**src/rtl/nta_pkg.sv**
```systemverilog
// ----------------------------------------------------------------------------
// nta_pkg: shared types and constants of the neighbour table
// Request and response payloads, command and register codes, and the
// classified operation passed from the front end to the table engine.
// ----------------------------------------------------------------------------
package nta_pkg;

   // Default sizing of the table.
   localparam int ENTRIES_DEFAULT   = 8;
   localparam int ADDR_BITS_DEFAULT = 16;

   // Reset values of the configuration registers.
   localparam logic signed [7:0] WORST_SIGNAL_RESET = -8'sd70;
   localparam logic        [7:0] EVICT_AGE_RESET    = 8'd4;

   // Width of the address field on the request port.
   localparam int REQ_ADDR_BITS = 16;

   // Depth of the operation queue between front end and engine.
   localparam int OPQ_DEPTH = 2;

   // Configuration register indexes.
   localparam int CSR_INDEX_BITS = 4;
   localparam logic [CSR_INDEX_BITS-1:0] CSR_WORST_SIGNAL = 4'd0;
   localparam logic [CSR_INDEX_BITS-1:0] CSR_EVICT_AGE    = 4'd1;

   // Command codes.
   localparam logic [1:0] CMD_TICK   = 2'd0;
   localparam logic [1:0] CMD_ADD    = 2'd1;
   localparam logic [1:0] CMD_REMOVE = 2'd2;
   localparam logic [1:0] CMD_FIND   = 2'd3;

   localparam logic [7:0] AGE_MAX = 8'hFF;

   typedef struct packed {
      logic [1:0]                 cmd;
      logic [REQ_ADDR_BITS-1:0]   neighbor_addr;
      logic signed [7:0]          signal_in;
      logic [7:0]                 quality_in;
   } req_type;

   typedef struct packed {
      logic                       found;
      logic signed [7:0]          signal_out;
      logic [7:0]                 quality_out;
      logic [7:0]                 age_out;
      logic                       stored;
      logic                       removed;
      logic [3:0]                 evicted_count;
      logic [3:0]                 occupancy;
   } rsp_type;

   // A request after decoding by the front end.
   typedef struct packed {
      logic                       tick;
      logic                       add;
      logic                       remove;
      req_type                    req;
   } op_type;

endpackage

```
**src/rtl/nta_ram.sv**
```systemverilog
// ----------------------------------------------------------------------------
// nta_ram: generic simple dual-port RAM
// One write port and one read port, read data registered.
// ----------------------------------------------------------------------------
module nta_ram #(
   parameter int WIDTH = 8,
   parameter int DEPTH = 8,
   parameter int AW    = (DEPTH > 1) ? $clog2(DEPTH) : 1
) (
   input  logic             clock,
   input  logic             wr_en,
   input  logic [AW-1:0]    wr_addr,
   input  logic [WIDTH-1:0] wr_data,
   input  logic             rd_en,
   input  logic [AW-1:0]    rd_addr,
   output logic [WIDTH-1:0] rd_data
);

   logic [WIDTH-1:0] mem_ff [DEPTH];
   logic [WIDTH-1:0] rd_data_ff;

   always_ff @(posedge clock) begin
      if (wr_en) begin
         mem_ff[wr_addr] <= wr_data;
      end
      if (rd_en) begin
         rd_data_ff <= mem_ff[rd_addr];
      end
   end

   assign rd_data = rd_data_ff;

endmodule

```
**src/rtl/nta_front.sv**
```systemverilog
// ----------------------------------------------------------------------------
// nta_front: request intake and decode
// Decodes each request and holds it in a short queue for the engine.
// ----------------------------------------------------------------------------
module nta_front (
   input  logic             clock,
   input  logic             reset,
   input  logic             req_push,
   output logic             req_full,
   input  nta_pkg::req_type req_data,
   output logic             op_valid,
   input  logic             op_pop,
   output nta_pkg::op_type  op_data
);

   localparam int PTR_BITS = (nta_pkg::OPQ_DEPTH > 1) ? $clog2(nta_pkg::OPQ_DEPTH) : 1;
   localparam int CNT_BITS = $clog2(nta_pkg::OPQ_DEPTH + 1);

   nta_pkg::op_type       slot_ff [nta_pkg::OPQ_DEPTH];
   nta_pkg::op_type       push_op;
   logic [PTR_BITS-1:0]   wr_ptr_ff, wr_ptr_in;
   logic [PTR_BITS-1:0]   rd_ptr_ff, rd_ptr_in;
   logic [CNT_BITS-1:0]   count_ff, count_in;
   logic                  do_push, do_pop;

   // Decode the command into operation flags; a find sets none of them.
   always_comb begin
      push_op        = '0;
      push_op.req    = req_data;
      unique case (req_data.cmd)
         nta_pkg::CMD_TICK:   push_op.tick   = 1'b1;
         nta_pkg::CMD_ADD:    push_op.add    = 1'b1;
         nta_pkg::CMD_REMOVE: push_op.remove = 1'b1;
         nta_pkg::CMD_FIND:   push_op.tick   = 1'b0;
      endcase
   end

   assign req_full = (count_ff == CNT_BITS'(nta_pkg::OPQ_DEPTH));
   assign op_valid = (count_ff != '0);
   assign op_data  = slot_ff[rd_ptr_ff];
   assign do_push  = req_push && !req_full;
   assign do_pop   = op_pop && op_valid;

   always_comb begin
      wr_ptr_in = wr_ptr_ff;
      rd_ptr_in = rd_ptr_ff;
      count_in  = count_ff;
      if (do_push) begin
         wr_ptr_in = (wr_ptr_ff == PTR_BITS'(nta_pkg::OPQ_DEPTH - 1)) ? '0 : wr_ptr_ff + 1'b1;
      end
      if (do_pop) begin
         rd_ptr_in = (rd_ptr_ff == PTR_BITS'(nta_pkg::OPQ_DEPTH - 1)) ? '0 : rd_ptr_ff + 1'b1;
      end
      if (do_push && !do_pop) begin
         count_in = count_ff + 1'b1;
      end else if (do_pop && !do_push) begin
         count_in = count_ff - 1'b1;
      end
   end

   always_ff @(posedge clock) begin
      if (reset) begin
         wr_ptr_ff <= '0;
         rd_ptr_ff <= '0;
         count_ff  <= '0;
      end else begin
         wr_ptr_ff <= wr_ptr_in;
         rd_ptr_ff <= rd_ptr_in;
         count_ff  <= count_in;
      end
   end

   always_ff @(posedge clock) begin
      if (do_push) begin
         slot_ff[wr_ptr_ff] <= push_op;
      end
   end

endmodule

```
**src/rtl/nta_back.sv**
```systemverilog
// ----------------------------------------------------------------------------
// nta_back: table engine
// Scans the entry RAM one entry per cycle for each operation, commits the
// update and holds the response until it is taken.
// ----------------------------------------------------------------------------
module nta_back #(
   parameter int ENTRIES   = nta_pkg::ENTRIES_DEFAULT,
   parameter int ADDR_BITS = nta_pkg::ADDR_BITS_DEFAULT
) (
   input  logic              clock,
   input  logic              reset,
   input  logic              op_valid,
   output logic              op_pop,
   input  nta_pkg::op_type   op_data,
   input  logic signed [7:0] worst_signal,
   input  logic [7:0]        evict_age,
   output logic              rsp_empty,
   input  logic              rsp_pop,
   output nta_pkg::rsp_type  rsp_data
);

   localparam int KEY_BITS  = (ADDR_BITS < nta_pkg::REQ_ADDR_BITS) ? ADDR_BITS
                                                                   : nta_pkg::REQ_ADDR_BITS;
   localparam int WORD_BITS = KEY_BITS + 24;
   localparam int IDX_BITS  = (ENTRIES > 1) ? $clog2(ENTRIES) : 1;
   localparam int CNT_BITS  = $clog2(ENTRIES + 1);

   localparam logic [1:0] ST_IDLE   = 2'd0;
   localparam logic [1:0] ST_SCAN   = 2'd1;
   localparam logic [1:0] ST_COMMIT = 2'd2;

   logic [1:0]              state_ff, state_in;
   nta_pkg::op_type         op_ff, op_in;
   logic [CNT_BITS-1:0]     rd_cnt_ff, rd_cnt_in;
   logic                    p_vld_ff, p_vld_in;
   logic [IDX_BITS-1:0]     p_idx_ff, p_idx_in;
   logic                    p_ev_ff, p_ev_in;
   logic                    match_ff, match_in;
   logic [IDX_BITS-1:0]     m_idx_ff, m_idx_in;
   logic signed [7:0]       m_sig_ff, m_sig_in;
   logic [7:0]              m_q_ff, m_q_in;
   logic [7:0]              m_age_ff, m_age_in;
   logic                    free_ff, free_in;
   logic [IDX_BITS-1:0]     free_idx_ff, free_idx_in;
   logic [CNT_BITS-1:0]     evict_cnt_ff, evict_cnt_in;
   logic [ENTRIES-1:0]      valid_ff, valid_in;
   logic [CNT_BITS-1:0]     occ_ff, occ_in;
   logic                    rsp_vld_ff, rsp_vld_in;
   nta_pkg::rsp_type        rsp_ff, rsp_in;

   logic                    ram_rd_en, ram_wr_en;
   logic [IDX_BITS-1:0]     ram_rd_addr, ram_wr_addr;
   logic [WORD_BITS-1:0]    ram_wr_data, ram_rd_data;

   logic [KEY_BITS-1:0]     op_key;
   logic [KEY_BITS-1:0]     e_key;
   logic signed [7:0]       e_sig;
   logic [7:0]              e_q, e_age, e_age_inc;
   logic                    out_free;

   assign op_key    = op_ff.req.neighbor_addr[KEY_BITS-1:0];
   assign e_key     = ram_rd_data[WORD_BITS-1 -: KEY_BITS];
   assign e_sig     = ram_rd_data[23:16];
   assign e_q       = ram_rd_data[15:8];
   assign e_age     = ram_rd_data[7:0];
   assign e_age_inc = (e_age == nta_pkg::AGE_MAX) ? nta_pkg::AGE_MAX : e_age + 8'd1;
   assign out_free  = !rsp_vld_ff || rsp_pop;

   always_comb begin
      state_in     = state_ff;
      op_in        = op_ff;
      rd_cnt_in    = rd_cnt_ff;
      p_vld_in     = 1'b0;
      p_idx_in     = p_idx_ff;
      p_ev_in      = p_ev_ff;
      match_in     = match_ff;
      m_idx_in     = m_idx_ff;
      m_sig_in     = m_sig_ff;
      m_q_in       = m_q_ff;
      m_age_in     = m_age_ff;
      free_in      = free_ff;
      free_idx_in  = free_idx_ff;
      evict_cnt_in = evict_cnt_ff;
      valid_in     = valid_ff;
      occ_in       = occ_ff;
      rsp_vld_in   = rsp_vld_ff && !rsp_pop;
      rsp_in       = rsp_ff;
      op_pop       = 1'b0;
      ram_rd_en    = 1'b0;
      ram_rd_addr  = rd_cnt_ff[IDX_BITS-1:0];
      ram_wr_en    = 1'b0;
      ram_wr_addr  = p_idx_ff;
      ram_wr_data  = {e_key, e_sig, e_q, e_age_inc};

      unique case (state_ff)
         ST_IDLE: begin
            if (op_valid) begin
               op_pop       = 1'b1;
               op_in        = op_data;
               rd_cnt_in    = '0;
               match_in     = 1'b0;
               free_in      = 1'b0;
               evict_cnt_in = '0;
               state_in     = ST_SCAN;
            end
         end
         ST_SCAN: begin
            // Issue stage: read the next entry.
            if (rd_cnt_ff != CNT_BITS'(ENTRIES)) begin
               ram_rd_en = 1'b1;
               p_vld_in  = 1'b1;
               p_idx_in  = rd_cnt_ff[IDX_BITS-1:0];
               p_ev_in   = valid_ff[rd_cnt_ff[IDX_BITS-1:0]];
               rd_cnt_in = rd_cnt_ff + 1'b1;
            end else begin
               state_in = ST_COMMIT;
            end
            // Process stage: the entry read in the previous cycle.
            if (p_vld_ff) begin
               if (op_ff.tick) begin
                  if (p_ev_ff) begin
                     if (e_age_inc >= evict_age) begin
                        valid_in[p_idx_ff] = 1'b0;
                        occ_in             = occ_ff - 1'b1;
                        evict_cnt_in       = evict_cnt_ff + 1'b1;
                     end else begin
                        ram_wr_en = 1'b1;
                     end
                  end
               end else begin
                  if (p_ev_ff && !match_ff && (e_key == op_key)) begin
                     match_in = 1'b1;
                     m_idx_in = p_idx_ff;
                     m_sig_in = e_sig;
                     m_q_in   = e_q;
                     m_age_in = e_age;
                  end
                  if (!p_ev_ff && !free_ff) begin
                     free_in     = 1'b1;
                     free_idx_in = p_idx_ff;
                  end
               end
            end
         end
         ST_COMMIT: begin
            if (out_free) begin
               rsp_in               = '0;
               rsp_in.found         = match_ff;
               rsp_in.signal_out    = match_ff ? m_sig_ff : 8'sd0;
               rsp_in.quality_out   = match_ff ? m_q_ff : 8'd0;
               rsp_in.age_out       = match_ff ? m_age_ff : 8'd0;
               ram_wr_data          = {op_key, op_ff.req.signal_in, op_ff.req.quality_in, 8'd0};
               if (op_ff.tick) begin
                  rsp_in.evicted_count = 4'(evict_cnt_ff);
               end else if (op_ff.add) begin
                  if (match_ff) begin
                     ram_wr_en     = 1'b1;
                     ram_wr_addr   = m_idx_ff;
                     rsp_in.stored = 1'b1;
                  end else if (free_ff && (op_ff.req.signal_in > worst_signal)) begin
                     ram_wr_en             = 1'b1;
                     ram_wr_addr           = free_idx_ff;
                     valid_in[free_idx_ff] = 1'b1;
                     occ_in                = occ_ff + 1'b1;
                     rsp_in.stored         = 1'b1;
                  end
               end else if (op_ff.remove) begin
                  if (match_ff && (m_sig_ff < worst_signal)) begin
                     valid_in[m_idx_ff] = 1'b0;
                     occ_in             = occ_ff - 1'b1;
                     rsp_in.removed     = 1'b1;
                  end
               end
               rsp_in.occupancy = 4'(occ_in);
               rsp_vld_in       = 1'b1;
               state_in         = ST_IDLE;
            end
         end
         default: begin
            state_in = ST_IDLE;
         end
      endcase
   end

   always_ff @(posedge clock) begin
      if (reset) begin
         state_ff     <= ST_IDLE;
         rd_cnt_ff    <= '0;
         p_vld_ff     <= 1'b0;
         match_ff     <= 1'b0;
         free_ff      <= 1'b0;
         evict_cnt_ff <= '0;
         valid_ff     <= '0;
         occ_ff       <= '0;
         rsp_vld_ff   <= 1'b0;
      end else begin
         state_ff     <= state_in;
         rd_cnt_ff    <= rd_cnt_in;
         p_vld_ff     <= p_vld_in;
         match_ff     <= match_in;
         free_ff      <= free_in;
         evict_cnt_ff <= evict_cnt_in;
         valid_ff     <= valid_in;
         occ_ff       <= occ_in;
         rsp_vld_ff   <= rsp_vld_in;
      end
   end

   always_ff @(posedge clock) begin
      op_ff       <= op_in;
      p_idx_ff    <= p_idx_in;
      p_ev_ff     <= p_ev_in;
      m_idx_ff    <= m_idx_in;
      m_sig_ff    <= m_sig_in;
      m_q_ff      <= m_q_in;
      m_age_ff    <= m_age_in;
      free_idx_ff <= free_idx_in;
      rsp_ff      <= rsp_in;
   end

   nta_ram #(
      .WIDTH (WORD_BITS),
      .DEPTH (ENTRIES),
      .AW    (IDX_BITS)
   ) u_entry_ram (
      .clock   (clock),
      .wr_en   (ram_wr_en),
      .wr_addr (ram_wr_addr),
      .wr_data (ram_wr_data),
      .rd_en   (ram_rd_en),
      .rd_addr (ram_rd_addr),
      .rd_data (ram_rd_data)
   );

   assign rsp_empty = !rsp_vld_ff;
   assign rsp_data  = rsp_ff;

   // The occupancy counter always agrees with the valid bits.
   a_occ_matches_valid: assert property (@(posedge clock) disable iff (reset)
      occ_ff == CNT_BITS'($countones(valid_ff)))
      else $error("occupancy counter out of step with valid bits");

   // A waiting response is never overwritten by the next commit.
   a_rsp_held: assert property (@(posedge clock) disable iff (reset)
      (rsp_vld_ff && !rsp_pop) |=> (rsp_vld_ff && $stable(rsp_ff)))
      else $error("pending response lost or changed");

   // The scan counter never runs past the end of the table.
   a_scan_bound: assert property (@(posedge clock) disable iff (reset)
      rd_cnt_ff <= CNT_BITS'(ENTRIES))
      else $error("scan counter beyond table size");

   // A recorded match still refers to a live entry when committed.
   a_match_live: assert property (@(posedge clock) disable iff (reset)
      (state_ff == ST_COMMIT && match_ff) |-> valid_ff[m_idx_ff])
      else $error("matched entry not valid at commit");

endmodule

```
**src/rtl/neighbor_table_with_aging_unit.sv**
```systemverilog
// ----------------------------------------------------------------------------
// neighbor_table_with_aging_unit: radio neighbour table with ageing
// Keeps link address, signal, quality and age of up to ENTRIES neighbours.
// ----------------------------------------------------------------------------
// Usage
// Requests enter through a queue-like port: a request is taken at a rising
// edge with req_push high and req_full low. Each request carries a command
// (tick, add or refresh, remove if weak, find), an address, a signal and a
// quality. Every request yields exactly one response, presented in order
// on rsp_data while rsp_empty is low and taken at an edge with rsp_pop high.
// The two configuration registers (worst_signal, evict_age) are written via
// csr_valid/csr_index/csr_wdata; csr_ready is always high, and writes are
// expected only while the block is idle.
// The engine walks the entry RAM one entry per cycle, since that RAM has a
// single read port; a request occupies the engine through its idle, scan
// and commit states. The response is registered in the commit state once
// no earlier response is still waiting.
// A two-deep request queue lets new requests be taken while the engine is
// busy and while a finished response waits. If the receiver stalls, the
// held response blocks only the next commit; scanning continues meanwhile.
// Reset empties the table, both queues and restores the register defaults.
// ----------------------------------------------------------------------------
module neighbor_table_with_aging_unit #(
   parameter int ENTRIES   = nta_pkg::ENTRIES_DEFAULT,
   parameter int ADDR_BITS = nta_pkg::ADDR_BITS_DEFAULT
) (
   input  logic                                clock,
   input  logic                                reset,
   input  logic                                req_push,
   output logic                                req_full,
   input  nta_pkg::req_type                    req_data,
   output logic                                rsp_empty,
   input  logic                                rsp_pop,
   output nta_pkg::rsp_type                    rsp_data,
   input  logic                                csr_valid,
   output logic                                csr_ready,
   input  logic [nta_pkg::CSR_INDEX_BITS-1:0]  csr_index,
   input  logic [7:0]                          csr_wdata
);

   logic signed [7:0] worst_signal_ff;
   logic [7:0]        evict_age_ff;
   logic              op_valid, op_pop;
   nta_pkg::op_type   op_data;

   // Configuration registers; writes to unknown indexes are ignored.
   assign csr_ready = 1'b1;

   always_ff @(posedge clock) begin
      if (reset) begin
         worst_signal_ff <= nta_pkg::WORST_SIGNAL_RESET;
         evict_age_ff    <= nta_pkg::EVICT_AGE_RESET;
      end else if (csr_valid && csr_ready) begin
         unique case (csr_index)
            nta_pkg::CSR_WORST_SIGNAL: worst_signal_ff <= csr_wdata;
            nta_pkg::CSR_EVICT_AGE:    evict_age_ff    <= csr_wdata;
            default: begin
               worst_signal_ff <= worst_signal_ff;
            end
         endcase
      end
   end

   // Front end: decodes each request and queues it for the engine.
   nta_front u_front (
      .clock    (clock),
      .reset    (reset),
      .req_push (req_push),
      .req_full (req_full),
      .req_data (req_data),
      .op_valid (op_valid),
      .op_pop   (op_pop),
      .op_data  (op_data)
   );

   // Engine: scans the table, applies the update and holds the response.
   nta_back #(
      .ENTRIES   (ENTRIES),
      .ADDR_BITS (ADDR_BITS)
   ) u_back (
      .clock        (clock),
      .reset        (reset),
      .op_valid     (op_valid),
      .op_pop       (op_pop),
      .op_data      (op_data),
      .worst_signal (worst_signal_ff),
      .evict_age    (evict_age_ff),
      .rsp_empty    (rsp_empty),
      .rsp_pop      (rsp_pop),
      .rsp_data     (rsp_data)
   );

endmodule
```
**config.mk**
```make
export PLATFORM = sky130hd
export DESIGN_NAME = neighbor_table_with_aging_unit
export DESIGN_NICKNAME = d
export VERILOG_FILES = /design/src/rtl/nta_pkg.sv /design/src/rtl/nta_ram.sv /design/src/rtl/nta_front.sv /design/src/rtl/nta_back.sv /design/src/rtl/neighbor_table_with_aging_unit.sv
export SDC_FILE = /design/constraint.sdc
export NUM_CORES = 1
export LEC_CHECK = 0
export BUFFER_PORTS_ARGS = -buffer_cell sky130_fd_sc_hd__buf_4
export CORE_MARGIN = 2
export CORE_UTILIZATION = 50
export DETAILED_ROUTE_END_ITERATION = 10
export PLACE_DENSITY = 0.77
export SYNTH_ARGS = -nofsm -noshare
export SYNTH_HDL_FRONTEND = slang
export SYNTH_SLANG_ARGS = --single-unit
export TNS_END_PERCENT = 100
```
**constraint.sdc**
```tcl
create_clock -name clock -period 6.5 [get_ports clock]
set_clock_uncertainty 0.1 [all_clocks]
set_input_delay 0.65 -clock clock [delete_from_list [all_inputs] [get_ports clock]]
set_output_delay 0.65 -clock clock [all_outputs]
set_load 0.05 [all_outputs]
```
## Word-level counts from Yosys, hierarchy flattened

Memories as Yosys holds them, arrays and structs flattened. A register that Yosys moved wholly into a read port is not among the register bits.
Index checks and enable logic that the tools add are counted.

- Flip-flop bits (word level): 115
- Memory bits (writable): 394
- Input port bits: 51
- Output and inout bits: 38
- Logic and storage cells: 216
- Memories: 2

Memory list:

| memory | depth | width | read ports | clocked after memory_dff | wr ports | line | text |
|---|---|---|---|---|---|---|---|
| u_back.u_entry_ram.mem_ff | 8 | 40 | 1 | 1 | 1 | nta_ram.sv:19 | `logic [WIDTH-1:0] mem_ff [DEPTH];` |
| u_front.slot_ff | 2 | 37 | 1 | 1 | 1 | nta_front.sv:19 | `nta_pkg::op_type slot_ff [nta_pkg::OPQ_DEPTH];` |

- Add/subtract/negate cells: 9
- Order comparisons: 10
- Equal/unequal tests: 25
- Muxes and demuxes: 90
- Bitwise operators: 7
- Reductions and logical operators: 44

Operators by type and width:

| kind | count |
|---|---|
| $mux 8 | 12 |
| $mux 40 | 2 |
| $mux 4 | 17 |
| $mux 1 | 36 |
| $pmux 4 s2 | 3 |
| $mux 3 | 6 |
| $and 8x8->8 | 2 |
| $eq 16x16->1 | 1 |
| $lt 3x4->1 const B | 4 |
| $ne 2x1->1 const B | 8 |
| $not 8->8 | 2 |
| $pmux 8 s2 | 1 |
| $logic_and 1x1->1 | 13 |
| $add 4x1->4 const B | 3 |
| $reduce_and 6->1 | 2 |
| $reduce_and 11->1 | 1 |
| $mux 2 | 5 |
| $reduce_and 2->1 | 5 |
| $reduce_and 5->1 | 2 |
| $demux 1 s3 | 3 |
| $ge 3x1->1 const B | 3 |
| $add 8x1->8 const B | 1 |
| $eq 8x8->1 const B | 1 |
| $ge 8x8->1 | 1 |
| other kinds (26) | 51 |

## Longest topological paths before layout

- Depth in word-level cells: 12
- Depth in mapped cells: 13

## By module

Synthesis repeated with hierarchy kept, for this count alone.

- Cells, all modules: 1358
- Area, all modules: 23811.6 µm²

By module, submodules not included:

| module | instances | cells each | area each (µm²) | sequential area each (µm²) |
|---|---|---|---|---|
| nta_ram | 1 | 515 | 13571.8 | 10810.4 |
| nta_back | 1 | 629 | 6628.9 | 3643.5 |
| nta_front | 1 | 143 | 2902.8 | 2322.2 |
| neighbor_table_with_aging_unit | 1 | 71 | 708.2 | 320.3 |

## Least setup slack after synthesis

No wires, ideal clock.

- Path kind: register to register
- Start point: register u_back.u_entry_ram.rd_data_ff[2], in the netlist u_back.u_entry_ram.rd_data[2] (read register of u_back.u_entry_ram.mem_ff)
- End point: memory u_back.u_entry_ram.mem_ff[5][0] (netlist name), enable pin
- Data arrival time: 5322 ps
- Setup slack: 590 ps
- Stages on the path, launching flop included: 13
- Path buffers: 0
- Cell sequence: edfxtp_1 > nand3_1 > nor2_1 > nand4_1 > and2_1 > ha_1 > nand2b_4 > a2111o_1 > nand2_1 > o21ai_0 > a21boi_0 > o211ai_1 > nor3_1

- Word-level cells in the longest chain between the ends: 10
- Elaborated cells on any way between the ends: 11
- Those cells by class: add/sub (1); order compare (1); eq/ne (1); mux (8)

Ends and longest elaborated chain:

| what | line | text |
|---|---|---|
| start, declared | nta_ram.sv:20 | `logic [WIDTH-1:0] rd_data_ff;` |
| $add 8x1->8 / $eq 8x8->1 (equally long branches) | nta_back.sv:66 | `assign e_age_inc = (e_age == nta_pkg::AGE_MAX) ? nta_pkg::AGE_MAX : e_age + 8'd1;` |
| $mux 8 (*) | nta_back.sv:66 |  |
| $ge 8x8->1 (*) | nta_back.sv:122 | `if (e_age_inc >= evict_age) begin` |
| $mux 1 (*) | nta_back.sv:122 |  |
| $mux 1 (*) | nta_back.sv:121 | `if (p_ev_ff) begin` |
| $mux 1 (*) | nta_back.sv:120 | `if (op_ff.tick) begin` |
| $mux 1 (*) | nta_back.sv:119 | `if (p_vld_ff) begin` |
| $pmux 1 s2 (*) | nta_back.sv:95 | `unique case (state_ff)` |
| $mux 1 (*) | nta_ram.sv:23 | `if (wr_en) begin` |
| $mux 1 (not written as such) (*) | nta_ram.sv:24 | `mem_ff[wr_addr] <= wr_data;` |
| end, declared | nta_ram.sv:19 |  |

Every way passes the cells marked *; elsewhere a longest branch is shown, timed or not.

## Final worst setup path

- Start point: register u_back.u_entry_ram.rd_data_ff[2], in the netlist u_back.u_entry_ram.rd_data[2] (read register of u_back.u_entry_ram.mem_ff)
- End point: memory u_back.u_entry_ram.mem_ff[3][12] (netlist name), enable pin

The elaborated chain is that of the path after synthesis.

==> impl_metrics.csv <==
group,metric,value,unit
synth,syn_avg_cell_area,17.4,µm²
detailed_routing,num_vias,12200,
job,maxCapViolations,0,
detailed_routing,wl_per_cell,22.5,µm
timing,worst-slew-pin-transition,1.25,ns
synth,yosys_warnings,0,
pwr,power_switching,2.78,mW
clocking,cts_tree,"built",
pwr,seq_power_share,50.4,%
clocking,clk_pin_slew_worst_paths,0.06,ns
synth,synthFlopType,"edfxtp_1",
clocking,cts_made_buffers,55,
placement,io_buffers,87,
timing,finalCritPeriodShare,66.6,%
layout,drive_gt1_share,25.8,%
setup_path,timing.rr.start,"u_back.u_entry_ram.rd_data[2]",
layout,finalNetCount,1531,
synth,ys_seq_area_share,73.0,%
min_path,hold_path.class,"in2reg",
detailed_routing,drc,0,
global_route,antenna_found_initial,0,
floorplanning,coreArea,45600,µm²
timing,slew_viol_final,0,
pwr,vdd_drop_max,268,µV
timing,rsz0062_at_grt,"no",
setup_path,endpoint_kind,"flip-flop",
detailed_routing,drtIter0Drc,1041,
timing,setup_tns,0,ns
detailed_routing,via_per_inst,5.83,
floorplanning,die_x,220,µm
synth,synth_edf_count,534,
floorplanning,io_pins,89,
setup_path,crit_buf_inv,1,
timing,fmax,0.231,GHz
floorplanning,die_area,48200,µm²
placement,pre_cts_ws,2.22,ns
floorplanning,initial_core_util,51.0,%
setup_path,worstSetupStartpointType,"flip-flop",
layout,multi_input_area,5970,µm²
pwr,switching_share,27.7,%
global_route,grt_first_pass_wirelength,72400,µm
detailed_routing,first_pass_iters,5,
clocking,cts_root_buf,"clkbuf_16",
setup_path,cpPeakStageDelay,0.56,ns
min_path,min_from,"req_data[0]",
setup_path,slowest_stage,"buf_4",
synth,syn_area,23200,µm²
clocking,clock_path_buffers,3,
run_status,status,"finished, final reports clean",
detailed_routing,drt-total-wl,47200,µm
layout,diodes,0,
clocking,clk_latency,0.61,ns
layout,nFillCells,3235,
setup_path,critical-path-top-delay-family,"simple AND/OR/NAND/NOR gates",
synth,netlist_instances,1336,
global_route,grt_usage,20.0,%
pwr,power_frac_comb,17.2,%
pwr,p_int,7.27,mW
detailed_routing,detail-route-antenna-nets,0,
synth,syn-num-nets,1420,
placement,dpl.hpwl,27500,µm
pwr,clockPowerShare,32.5,%
synth,synth_top_area_share,69.0,%
synth,yosysTopAreaCell,"edfxtp_1",
setup_path,worst-r2r-setup-slack,2.17,ns
timing,worst_slack,2.17,ns
clocking,cts.sink_count,580,
global_route,grt.overflow.total,0,
placement,gp_congestion,0.852,
setup_path,worstPathArrival,4.46,ns
setup_path,worstPathMaxFanout,40,
timing,hold_viol,0,
synth,synth_area_leaders,"edfxtp_1 (69%), mux4_2 (8.0%), dfxtp_1 (4.0%)",
setup_path,cp-startpoint,"u_back.u_entry_ram.rd_data[2]",
pwr,powerDensity,380,nW/µm²
timing,finalCriticalPeriod,4.33,ns
layout,regArea,17000,µm²
setup_path,path_cells,"nand3_1, nor2_1, nand4_1, and2_1, ha_1, nand2b_4, a2111o_1, nand2_1, o21ai_0, a21boi_0, o211ai_1, nor3_2, buf_4",
setup_path,path_class,"reg2reg",
timing,setup_viol,0,
floorplanning,rows,78,
synth,synth_cell_types,70,
timing,slew_headroom,16.1,%
pwr,p_leak,8.82,nW
setup_path,r2r-end,"u_back.u_entry_ram.mem_ff[3][12]",
layout,syn_to_final_growth,13.9,%
global_route,grt_max_degree,49,
synth,synth-seq-cells,580,
clocking,cts_hold_buf,0,
floorplanning,fp.dieH,220,µm
global_route,grt_pass1_vias,12600,
min_path,hold_depth,1,
synth,async_flop_share,0,%
clocking,post-cts-setup-buffers,0,
setup_path,required,6.63,ns
min_path,hold_path_end,"u_front.slot_ff[0][0]",
setup_path,ff2ff_path_depth,13,
clocking,cts_max_level,2,
clocking,cts-resized-gates,0,
-- cells in the mapped netlist (3+ instances only) --
library cell / instances
a2111oi_4: 4
a211o_1: 7
a211oi_1: 10
a21oi_1: 36
a31oi_1: 10
and2_1: 32
and3_1: 3
and4_1: 3
buf_1: 9
buf_2: 8
clkbuf_1: 33
dfxtp_1: 46
edfxtp_1: 534
ha_1: 33
inv_1: 40
mux2_2: 78
mux2i_1: 11
mux4_2: 82
nand2_1: 119
nand2b_1: 7
nand3_1: 16
nand3b_1: 3
nand4_1: 7
nor2_1: 66
nor2b_1: 11
nor3_1: 15
nor3b_1: 3
nor4_1: 8
o211ai_1: 6
o21ai_0: 15
o21ai_1: 3
xnor2_1: 6
xor2_1: 23
-- per-layer routing --
metal / vias to the layer above / global-route usage (%) / part of all wire (%)
met5: - / 0 / 0
met2: 461 / 34.4 / 51
met4: 0 / 7.48 / 3.0
met3: 107 / 3.51 / 6.2
li1: 5400 / - / -
met1: 6214 / 25.5 / 40
-- worst register-to-register path, delay by kind of cell (launching register included) --
| kind | cells | cell delay [ns] |
|---|---|---|
| buffers and inverters | 1 | 0.56 |
| flip-flops | 1 | 0.42 |
| AO/OA/AOI/OAI | 4 | 1.04 |
| AND/OR/NAND/NOR | 7 | 1.53 |
| adder cells (fa/ha/maj) | 1 | 0.27 |
-- worst max path at each step --
stage               depth (start not counted)  slack [ns]                                to
finish                                     13        2.17  u_back.u_entry_ram.mem_ff[3][12]
global route                               13        1.93  u_back.u_entry_ram.mem_ff[1][39]
CTS                                        13        2.21  u_back.u_entry_ram.mem_ff[1][37]
detailed placement                         13        2.22  u_back.u_entry_ram.mem_ff[1][15]
global placement                           13        2.35  u_back.u_entry_ram.mem_ff[3][12]
floorplan                                  12        0.59   u_back.u_entry_ram.mem_ff[5][0]
-- power groups by stage --
stage | clock network, mW | logic (mW) | registers (mW)
6_report | 3.26 | 1.73 | 5.06
5_1_grt | 3.45 | 1.89 | 5.10
4_1_cts | 3.31 | 1.74 | 5.06
3_5_place_dp | 0 | 1.72 | 5.13
3_3_place_gp | 0 | 1.65 | 5.12
2_1_floorplan | 0 | 1.18 | 5.05
-- sequential cells by signal, indices dropped and copies added (netlist names), 2 cells and up --
| signal | flops |
|---|---|
| u_back.m_age_ff | 8 |
| u_back.evict_cnt_ff | 4 |
| u_back.m_idx_ff | 3 |
| u_back.state_ff | 2 |
| u_back.u_entry_ram.rd_data | 40 |
| u_back.free_idx_ff | 3 |
| u_back.valid_ff | 8 |
| u_back.op_ff | 19 |
| evict_age_ff | 8 |
| u_back.p_idx_ff | 3 |
| u_front.slot_ff | 70 |
| u_back.rsp_data | 35 |
| u_back.u_entry_ram.mem_ff | 320 |
| u_back.rd_cnt_ff | 4 |
| u_back.op_key | 16 |
| u_back.m_q_ff | 8 |
| u_front.count_ff | 2 |
| worst_signal_ff | 8 |
| u_back.m_sig_ff | 8 |
| u_back.occ_ff | 4 |
-- stage by stage --
stage	instances	instance area, µm²	hold slack, ns	utilization (%)	power, mW
2_1_floorplan	1336	23200	0.306	-	6.24
3_3_place_gp	1990	24600	0.329	54.0	6.77
3_5_place_dp	1990	24600	0.334	54.0	6.85
4_1_cts	2091	26500	0.101	58.1	10.1
5_1_grt	2091	26500	0.114	58.1	10.4
6_report	2091	26500	0.127	58.1	10.1
-- cell usage in the layout (no fill, tap or decap), types with 4 or more instances in the layout --
cell type,count
clkinv_1,11
edfxtp_1,534
xor2_1,23
mux2i_1,11
buf_4,106
clkbuf_1,8
a211o_1,7
clkinv_2,11
nand2b_1,7
nor2_1,65
nor2b_1,10
nand3_1,16
nor3_2,8
mux4_2,82
inv_1,39
a211oi_1,10
nor4_1,7
nand4_1,7
nand2_1,119
xnor2_1,6
and2_1,32
dfxtp_1,42
clkinvlp_4,6
a2111oi_4,4
a21oi_1,36
o21ai_0,14
a31oi_1,10
ha_1,33
clkbuf_16,55
bufinv_16,9
nor3_1,7
mux2_2,78
o211ai_1,6
-- logic make-up (layout without fill, tap and decap cells) --
family | Yosys count | count (layout) | share of synthesized area [%]
xor+xnor | 29 | 29 | 1.09
simple gates | 306 | 306 | 6.33
other cells | 1 | 1 | 0.0161
fa+ha+maj | 33 | 33 | 1.78
buf+inv | 93 | 248 | 1.58
mux | 173 | 173 | 12.3
flops | 580 | 580 | 73.0
compound gates | 121 | 121 | 3.89
-- cell type report --
type                    count  share of cell area, %
inverters                  41                  0.582
clock buffers              63                   5.31
well taps                 600                   2.84
repair buffers            106                   3.01
clock inverters            38                   1.61
multi-input cells         663                   22.5
flip-flops and latches    580                   64.1
(Power assumes the default switching activity.)
